===== src/rtl/urzd_pkg.sv =====
package urzd_pkg;

   // Payload widths
   localparam int REQ_TDATA_W = 8;
   localparam int RSP_TDATA_W = 24;
   localparam int DIST_W      = 17;
   localparam int ZONE_W      = 3;
   localparam int TICK_W      = 4;
   localparam int CSR_ADDR_W  = 5;
   localparam int CSR_DATA_W  = 32;

   // Sensor timing, in ticks
   localparam logic [TICK_W-1:0] SETTLE_TICKS     = 4'd2;
   localparam logic [TICK_W-1:0] TRIG_PULSE_TICKS = 4'd10;

   // Zone boundaries
   localparam int                NUM_BOUNDARY_REGS = 6;
   localparam logic [ZONE_W-1:0] MAX_BOUNDARIES    = 3'd6;
   localparam logic [DIST_W-1:0] DIST_MAX          = 17'd131071;

   // Register map: indexes below REG_BOUNDARIES_USED are the boundary registers
   localparam logic [2:0] REG_BOUNDARIES_USED = 3'd6;
   localparam logic [2:0] USED_RESET          = 3'd2;

   // Result item, first field in the highest bits
   typedef struct packed {
      logic                    play_start;
      logic [ZONE_W-1:0]       zone;
      logic [DIST_W-1:0]       distance;
      logic                    measure_done;
      logic                    busy_res;
      logic                    trigger_level;
   } result_type;

endpackage


===== src/rtl/ultrasonic_range_zone_detector_unit.sv =====
// Ultrasonic ranging controller with distance zone classification.
// req_ channel: one item per 1 us tick, carrying the start request and the
// sampled echo pin. rsp_ channel: exactly one result item per request item,
// in order: trigger pin level, busy, done flag, distance (0.01 cm), zone and
// a play pulse when a new nonzero zone is entered.
// A start taken while idle holds the trigger low for 2 ticks, high for 10,
// then waits (no timeout) for the echo; its high time is counted and the
// distance width*17/10 is kept up as a running quotient and remainder, so
// the done tick only compares it against the boundary registers.
// Each request item is held in the input register and its result in the
// result register, which drives the rsp_ channel.
// Throughput: one item per cycle when not stalled, set by the single state update stage.
// When rsp_tready is low the result register holds and one further item
// waits in the input register; after that req_tready drops.
// Reset (synchronous, active high) clears the pipeline, returns the
// sequencer to idle, clears the last zone and sets the boundary registers
// to 0 and boundaries_used to 2. Boundaries must be written over the csr_ port
// only while the block is idle; the block itself does not enforce this.
module ultrasonic_range_zone_detector_unit #(
   parameter int WIDTH_BITS = 16
) (
   input  logic                              clock,
   input  logic                              reset,
   // request items
   input  logic                              req_tvalid,
   output logic                              req_tready,
   input  logic [urzd_pkg::REQ_TDATA_W-1:0]  req_tdata,  // [0] start_request, [1] echo_level
   // result items
   output logic                              rsp_tvalid,
   input  logic                              rsp_tready,
   // [0] trigger_level, [1] busy_res, [2] measure_done, [19:3] distance,
   // [22:20] zone, [23] play_start
   output logic [urzd_pkg::RSP_TDATA_W-1:0]  rsp_tdata,
   // configuration
   input  logic                              csr_psel,
   input  logic                              csr_penable,
   input  logic                              csr_pwrite,
   input  logic [urzd_pkg::CSR_ADDR_W-1:0]   csr_paddr,
   input  logic [urzd_pkg::CSR_DATA_W-1:0]   csr_pwdata,
   output logic [urzd_pkg::CSR_DATA_W-1:0]   csr_prdata,
   output logic                              csr_pready
);

   localparam logic [WIDTH_BITS-1:0] WIDTH_MAX = '1;

   typedef enum logic [2:0] {
      PH_IDLE,
      PH_SETTLE,
      PH_TRIG,
      PH_WAIT,
      PH_MEASURE
   } phase_type;

   // Configuration registers
   logic [urzd_pkg::DIST_W-1:0] boundary_ff [urzd_pkg::NUM_BOUNDARY_REGS];
   logic [2:0]                  used_ff;
   logic [2:0]                  csr_index;
   logic                        csr_wr;

   // Input register
   logic in_valid_ff;
   logic in_start_ff;
   logic in_echo_ff;

   // Sequencer state and result register
   phase_type                         phase_ff, phase_in;
   logic [urzd_pkg::TICK_W-1:0]       ticks_ff, ticks_in;
   logic [WIDTH_BITS-1:0]             width_ff, width_in;
   logic [urzd_pkg::DIST_W-1:0]       dist_q_ff, dist_q_in;
   logic [3:0]                        dist_r_ff, dist_r_in;
   logic [urzd_pkg::ZONE_W-1:0]       last_zone_ff, last_zone_in;
   logic                              rsp_valid_ff, rsp_valid_in;
   urzd_pkg::result_type              rsp_data_ff, rsp_data_in;

   logic                              advance;
   logic                              fire;
   logic [urzd_pkg::TICK_W-1:0]       ticks_inc;
   logic [4:0]                        r_sum;
   logic                              r_carry;
   logic [urzd_pkg::DIST_W:0]         q_sum;
   logic [urzd_pkg::ZONE_W-1:0]       used_eff;
   logic [urzd_pkg::ZONE_W-1:0]       zone_hit;

   // Handshake: result register drains or is empty, then the stage moves
   assign advance    = !rsp_valid_ff || rsp_tready;
   assign fire       = in_valid_ff && advance;
   assign req_tready = !in_valid_ff || advance;
   assign rsp_tvalid = rsp_valid_ff;
   assign rsp_tdata  = rsp_data_ff;

   // Configuration port
   assign csr_pready = 1'b1;
   assign csr_index  = csr_paddr[4:2];
   assign csr_wr     = csr_psel && csr_penable && csr_pwrite;

   always_ff @(posedge clock) begin
      if (reset) begin
         for (int i = 0; i < urzd_pkg::NUM_BOUNDARY_REGS; i++) begin
            boundary_ff[i] <= '0;
         end
         used_ff <= urzd_pkg::USED_RESET;
      end else if (csr_wr) begin
         if (csr_index < urzd_pkg::REG_BOUNDARIES_USED) begin
            boundary_ff[csr_index] <= csr_pwdata[urzd_pkg::DIST_W-1:0];
         end else if (csr_index == urzd_pkg::REG_BOUNDARIES_USED) begin
            used_ff <= csr_pwdata[2:0];
         end
      end
   end

   always_comb begin
      csr_prdata = '0;
      if (csr_index < urzd_pkg::REG_BOUNDARIES_USED) begin
         csr_prdata = {{(urzd_pkg::CSR_DATA_W - urzd_pkg::DIST_W){1'b0}},
                       boundary_ff[csr_index]};
      end else if (csr_index == urzd_pkg::REG_BOUNDARIES_USED) begin
         csr_prdata = {{(urzd_pkg::CSR_DATA_W - 3){1'b0}}, used_ff};
      end
   end

   // Input register
   always_ff @(posedge clock) begin
      if (reset) begin
         in_valid_ff <= 1'b0;
      end else if (req_tready) begin
         in_valid_ff <= req_tvalid;
      end
      if (req_tready && req_tvalid) begin
         in_start_ff <= req_tdata[0];
         in_echo_ff  <= req_tdata[1];
      end
   end

   // Running distance: each echo tick adds 1.7, kept as quotient and tenths
   assign ticks_inc = ticks_ff + 1'b1;
   assign r_sum     = {1'b0, dist_r_ff} + 5'd7;
   assign r_carry   = (r_sum >= 5'd10);
   assign q_sum     = {1'b0, dist_q_ff} + {{urzd_pkg::DIST_W{1'b0}}, 1'b1}
                      + {{urzd_pkg::DIST_W{1'b0}}, r_carry};

   // Zone lookup on the current distance, lowest matching zone wins
   always_comb begin
      used_eff = (used_ff > urzd_pkg::MAX_BOUNDARIES) ? urzd_pkg::MAX_BOUNDARIES : used_ff;
      zone_hit = '0;
      for (int i = urzd_pkg::NUM_BOUNDARY_REGS - 2; i >= 0; i--) begin
         if ((urzd_pkg::ZONE_W'(i + 1) < used_eff) &&
             (dist_q_ff >= boundary_ff[i]) && (dist_q_ff < boundary_ff[i + 1])) begin
            zone_hit = urzd_pkg::ZONE_W'(i + 1);
         end
      end
   end

   // Sequencer next state and result
   always_comb begin
      phase_in     = phase_ff;
      ticks_in     = ticks_ff;
      width_in     = width_ff;
      dist_q_in    = dist_q_ff;
      dist_r_in    = dist_r_ff;
      last_zone_in = last_zone_ff;
      rsp_data_in  = '0;

      case (phase_ff)
         PH_IDLE: begin
            if (in_start_ff) begin
               phase_in = PH_SETTLE;
               ticks_in = '0;
            end
         end
         PH_SETTLE: begin
            ticks_in = ticks_inc;
            if (ticks_inc >= urzd_pkg::SETTLE_TICKS) begin
               phase_in = PH_TRIG;
               ticks_in = '0;
            end
         end
         PH_TRIG: begin
            rsp_data_in.trigger_level = 1'b1;
            ticks_in = ticks_inc;
            if (ticks_inc >= urzd_pkg::TRIG_PULSE_TICKS) begin
               phase_in = PH_WAIT;
               ticks_in = '0;
            end
         end
         PH_WAIT: begin
            if (in_echo_ff) begin
               phase_in  = PH_MEASURE;
               width_in  = {{(WIDTH_BITS - 1){1'b0}}, 1'b1};
               dist_q_in = {{(urzd_pkg::DIST_W - 1){1'b0}}, 1'b1};
               dist_r_in = 4'd7;
            end
         end
         PH_MEASURE: begin
            if (in_echo_ff) begin
               if (width_ff != WIDTH_MAX) begin
                  width_in  = width_ff + 1'b1;
                  dist_r_in = r_carry ? 4'(r_sum - 5'd10) : r_sum[3:0];
                  dist_q_in = (q_sum > {1'b0, urzd_pkg::DIST_MAX}) ?
                              urzd_pkg::DIST_MAX : q_sum[urzd_pkg::DIST_W-1:0];
               end
            end else begin
               phase_in                 = PH_IDLE;
               rsp_data_in.measure_done = 1'b1;
               rsp_data_in.distance     = dist_q_ff;
               rsp_data_in.zone         = zone_hit;
               last_zone_in             = zone_hit;
               rsp_data_in.play_start   = (zone_hit != '0) && (zone_hit != last_zone_ff);
            end
         end
         default: begin
            phase_in = PH_IDLE;
            ticks_in = '0;
         end
      endcase

      rsp_data_in.busy_res = (phase_in != PH_IDLE);
      rsp_valid_in = fire ? 1'b1 : (rsp_tready ? 1'b0 : rsp_valid_ff);
   end

   // State and result register, updated once per item
   always_ff @(posedge clock) begin
      if (reset) begin
         phase_ff     <= PH_IDLE;
         ticks_ff     <= '0;
         width_ff     <= '0;
         dist_q_ff    <= '0;
         dist_r_ff    <= '0;
         last_zone_ff <= '0;
         rsp_valid_ff <= 1'b0;
      end else begin
         rsp_valid_ff <= rsp_valid_in;
         if (fire) begin
            phase_ff     <= phase_in;
            ticks_ff     <= ticks_in;
            width_ff     <= width_in;
            dist_q_ff    <= dist_q_in;
            dist_r_ff    <= dist_r_in;
            last_zone_ff <= last_zone_in;
         end
      end
      if (fire) begin
         rsp_data_ff <= rsp_data_in;
      end
   end

endmodule


===== config.mk =====
export PLATFORM = sky130hd
export DESIGN_NAME = ultrasonic_range_zone_detector_unit
export DESIGN_NICKNAME = d
export VERILOG_FILES = /design/src/rtl/urzd_pkg.sv /design/src/rtl/ultrasonic_range_zone_detector_unit.sv
export SDC_FILE = /design/constraint.sdc
export NUM_CORES = 1
export LEC_CHECK = 0
export BUFFER_PORTS_ARGS = -buffer_cell sky130_fd_sc_hd__buf_2
export CAP_MARGIN = 20
export CORE_UTILIZATION = 45
export DETAILED_ROUTE_END_ITERATION = 10
export GPL_TIMING_DRIVEN = 0
export PLACE_DENSITY_LB_ADDON = 0.12
export REMOVE_ABC_BUFFERS = 1
export SLEW_MARGIN = 5
export SYNTH_ARGS = -nofsm -noshare
export SYNTH_HDL_FRONTEND = slang
export SYNTH_SLANG_ARGS = --single-unit
export TNS_END_PERCENT = 100

===== constraint.sdc =====
create_clock -name clock -period 7.2 [get_ports clock]
set_input_delay 0.72 -clock clock [delete_from_list [all_inputs] [get_ports clock]]
set_output_delay 0.72 -clock clock [all_outputs]
set_load 0.05 [all_outputs]

==> run metrics <==
outcome finished clean; register area share after synthesis 44.7%; Post-Syn Instances 1130; drt drc 0; register bit total from synthesis 180; I/O Pins 111; Placed Cells incl. Taps 1482; RSZ-0062 raised after global routing false; CTS Hold Bufs 0; most frequent CP cell ha_1; CTS H-tree lvls 4; relative slew slack 22.7%; final net count 1345; Post-Layout Cell Count 1514; Critical R2R Launch dist_r_ff[0]$_SDFFE_PP0P_; Area after DPL 11500 sq um; die area 24900 sq um; crit path DAT 4.61 ns; pin count of the biggest net entering global routing 40; Least-Margin Pin Slew 1.16 ns; Via Count 8286; Post-synth EDFFs 128; Port Buffers 71; fmax 0.235 GHz; share of layout cells above drive strength 1 11.7%; CTS Buffer Depth 2; die height 158 um; initial antenna violation count 0; crit path from dist_r_ff[0]$_SDFFE_PP0P_; Area Overhead vs Synth 11.0%; worst vdd ir 142 uV; Via density 5.47; Finished Cell Area 12100 sq um; WHS Path Cells 1; Cell Area, Synth 10900 sq um; Synth top cells by count 146 x inv_1, 133 x nor2_1, 128 x edfxtp_1, 110 x ha_1, 79 x a21oi_1; Tcrit/Tclk final 59.2%; Hold Path Class primary input to flop; average size of a mapped cell 9.67 sq um; clk root buf clkbuf_16; Worst setup EP type flop; Slowest cell on crit path nand4_1; CP peak stage delay 0.70 ns; Post-CTS Setup Inserts 0; final setup fails 0; gr ovfl total 0; Pins Over Slew Limit 0; Starting Density 46.3%; Clock Latency Late Sink 0.44 ns; YS warnings 0; Final min period 4.26 ns; TritonCTS Buffers 17; final core utilization 51.4%; drt pass-1 iters 5; TritonCTS clock tree done; final wirelength 28.4 mm; Max-Cap Viols 0; DRT iter0 DRCs 506; critical path startpoint category flop; first-pass GRT wire length 44.7 mm; Crit Path Max Fanout 20; Hold Crit Start req_tdata[1]; Setup Skew 0.00917 ns; Fin. Hold Viols 0; Post-synth top flop edfxtp_1; HPWL after detailed placement 20.1 mm; Routability Congestion 0.877; largest area contributor in the netlist edfxtp_1; Cell variety after synth 64; die width 158 um; CORE AREA 23600 sq um; gr usage total 24.3%; setup TNS 0 ns; vias in the first global route 8069; Post-synth ARST share 0%; count leader, synth inv_1; Power Dens Cells 196 nW/um^2; Rows 56; clock slew at reported path FFs 0.07 ns; crit path cell chain inv_1 -> ha_1 -> xnor2_1 -> ha_1 -> o21ai_0 -> o21a_1 -> inv_1 -> ha_1 -> nor2b_1 -> nand3_1 -> nor2_1 -> and3_1 -> nand4_1 -> nand2_1 -> o21ai_0 -> a211oi_1; Antenna Cells 0; CP required 7.54 ns; Wirelength per Cell 18.8 um; WS Path Type flop to flop; Synth area leaders edfxtp_1 35%, ha_1 13%, dfxtp_1 9.5%, inv_1 5.0%, nor2_1 4.6%; Clock Sinks 180; Leak 5.26 nW; total of fill cells in the finished design 2232; R2R depth 16; ANT nets after route 0; Post-CTS Resized 0; Synth top area share 35.2%
-- registers in the layout, summed over array words and instances (netlist names) --
signal        flops
rsp_tdata        24
in_start_ff       1
phase_ff          3
dist_q_ff        17
dist_r_ff         4
in_valid_ff       1
ticks_ff          4
width_ff         16
rsp_tvalid        1
used_ff           3
in_echo_ff        1
last_zone_ff      3
boundary_ff     102
-- where the power goes --
| part | leakage (nW) | total [mW] | internal [mW] | switching, mW |
|---|---|---|---|---|
| Sequential | 1.63 | 1.17 | 1.15 | 0.0234 |
| Combinational | 3.36 | 0.257 | 0.0713 | 0.186 |
| Clock | 0.275 | 0.944 | 0.517 | 0.428 |
| Total | 5.26 | 2.37 | 1.74 | 0.637 |
-- cell usage in the layout (no fill, tap or decap), types with 16 or more instances in the layout --
cell type | netlist | layout
and2_1 | 38 | 38
o22ai_1 | 18 | 18
nor3_1 | 23 | 23
clkbuf_16 | 0 | 17
nand3_1 | 31 | 31
nand2_1 | 73 | 73
a21oi_1 | 79 | 79
o21ai_0 | 21 | 20
ha_1 | 110 | 110
nor2_1 | 133 | 133
buf_2 | 0 | 71
edfxtp_1 | 128 | 128
conb_1 | 2 | 16
inv_1 | 146 | 146
mux4_2 | 17 | 17
nand4_1 | 28 | 28
dfxtp_1 | 52 | 52
mux2i_1 | 22 | 22
-- cell type report --
type / instances / area, sq um / share of cell area [%]
multi-input combinational: 760 / 5290 / 43.6
clock inverter: 13 / 150 / 1.24
inverter: 147 / 552 / 4.55
timing repair buffer: 77 / 423 / 3.49
sequential: 180 / 4880 / 40.3
clock buffer: 18 / 429 / 3.54
tap: 319 / 399 / 3.29
-- through the flow --
| stage | hold slack (ns) | power [mW] | setup slack [ns] |
|---|---|---|---|
| 6_report | 0.461 | 2.37 | 2.94 |
| 5_1_grt | 0.443 | 2.45 | 2.44 |
| 4_1_cts | 0.447 | 2.39 | 2.91 |
| 3_5_place_dp | 0.474 | 1.45 | 2.71 |
| 3_3_place_gp | 0.462 | 1.45 | -0.212 |
| 2_1_floorplan | 0.443 | 1.36 | 3.46 |
-- cell families (layout without fill, tap and decap cells) --
group | Yosys count | count (layout) | synth area share (%)
fa+ha+maj | 110 | 110 | 12.6
simple gates | 391 | 391 | 17.6
compound gates | 186 | 186 | 10.6
buf+inv | 204 | 255 | 7.56
other cells | 2 | 16 | 0.0687
flops | 180 | 180 | 44.7
xor+xnor | 18 | 18 | 1.44
mux | 39 | 39 | 5.52
-- final timing paths --
| path | slack (ns) | end |
|---|---|---|
| setup / recovery | 2.94 | dist_q_ff[9]$_SDFFE_PP0P_ |
| hold / removal | 0.46 | in_echo_ff$_DFFE_PP_ |
| setup reg to reg | 2.94 | dist_q_ff[9]$_SDFFE_PP0P_ |
| hold reg to reg | 0.48 | width_ff[1]$_SDFFE_PP0P_ |
-- per-layer routing --
layer  vias to the layer above  wire, um  part of all wire, %  global-route usage (%)
met5                         -         0                    0                       0
met4                         0       690                  2.4                    9.11
met3                        40      1620                  5.7                    4.41
met2                       250     13600                   48                    41.0
met1                      3928     12500                   44                    30.8
li1                       4068         -                    -                       -
-- critical path: cells and delay by family, from the launching register on --
| kind | cells | cell delay (ns) |
|---|---|---|
| AND/OR/NAND/NOR | 6 | 2.04 |
| buffers and inverters | 2 | 0.12 |
| flip-flops | 1 | 0.41 |
| XOR/XNOR | 1 | 0.15 |
| adder cells (fa/ha/maj) | 3 | 0.68 |
| AO/OA/AOI/OAI | 4 | 0.77 |
(Power assumes the default switching activity.)
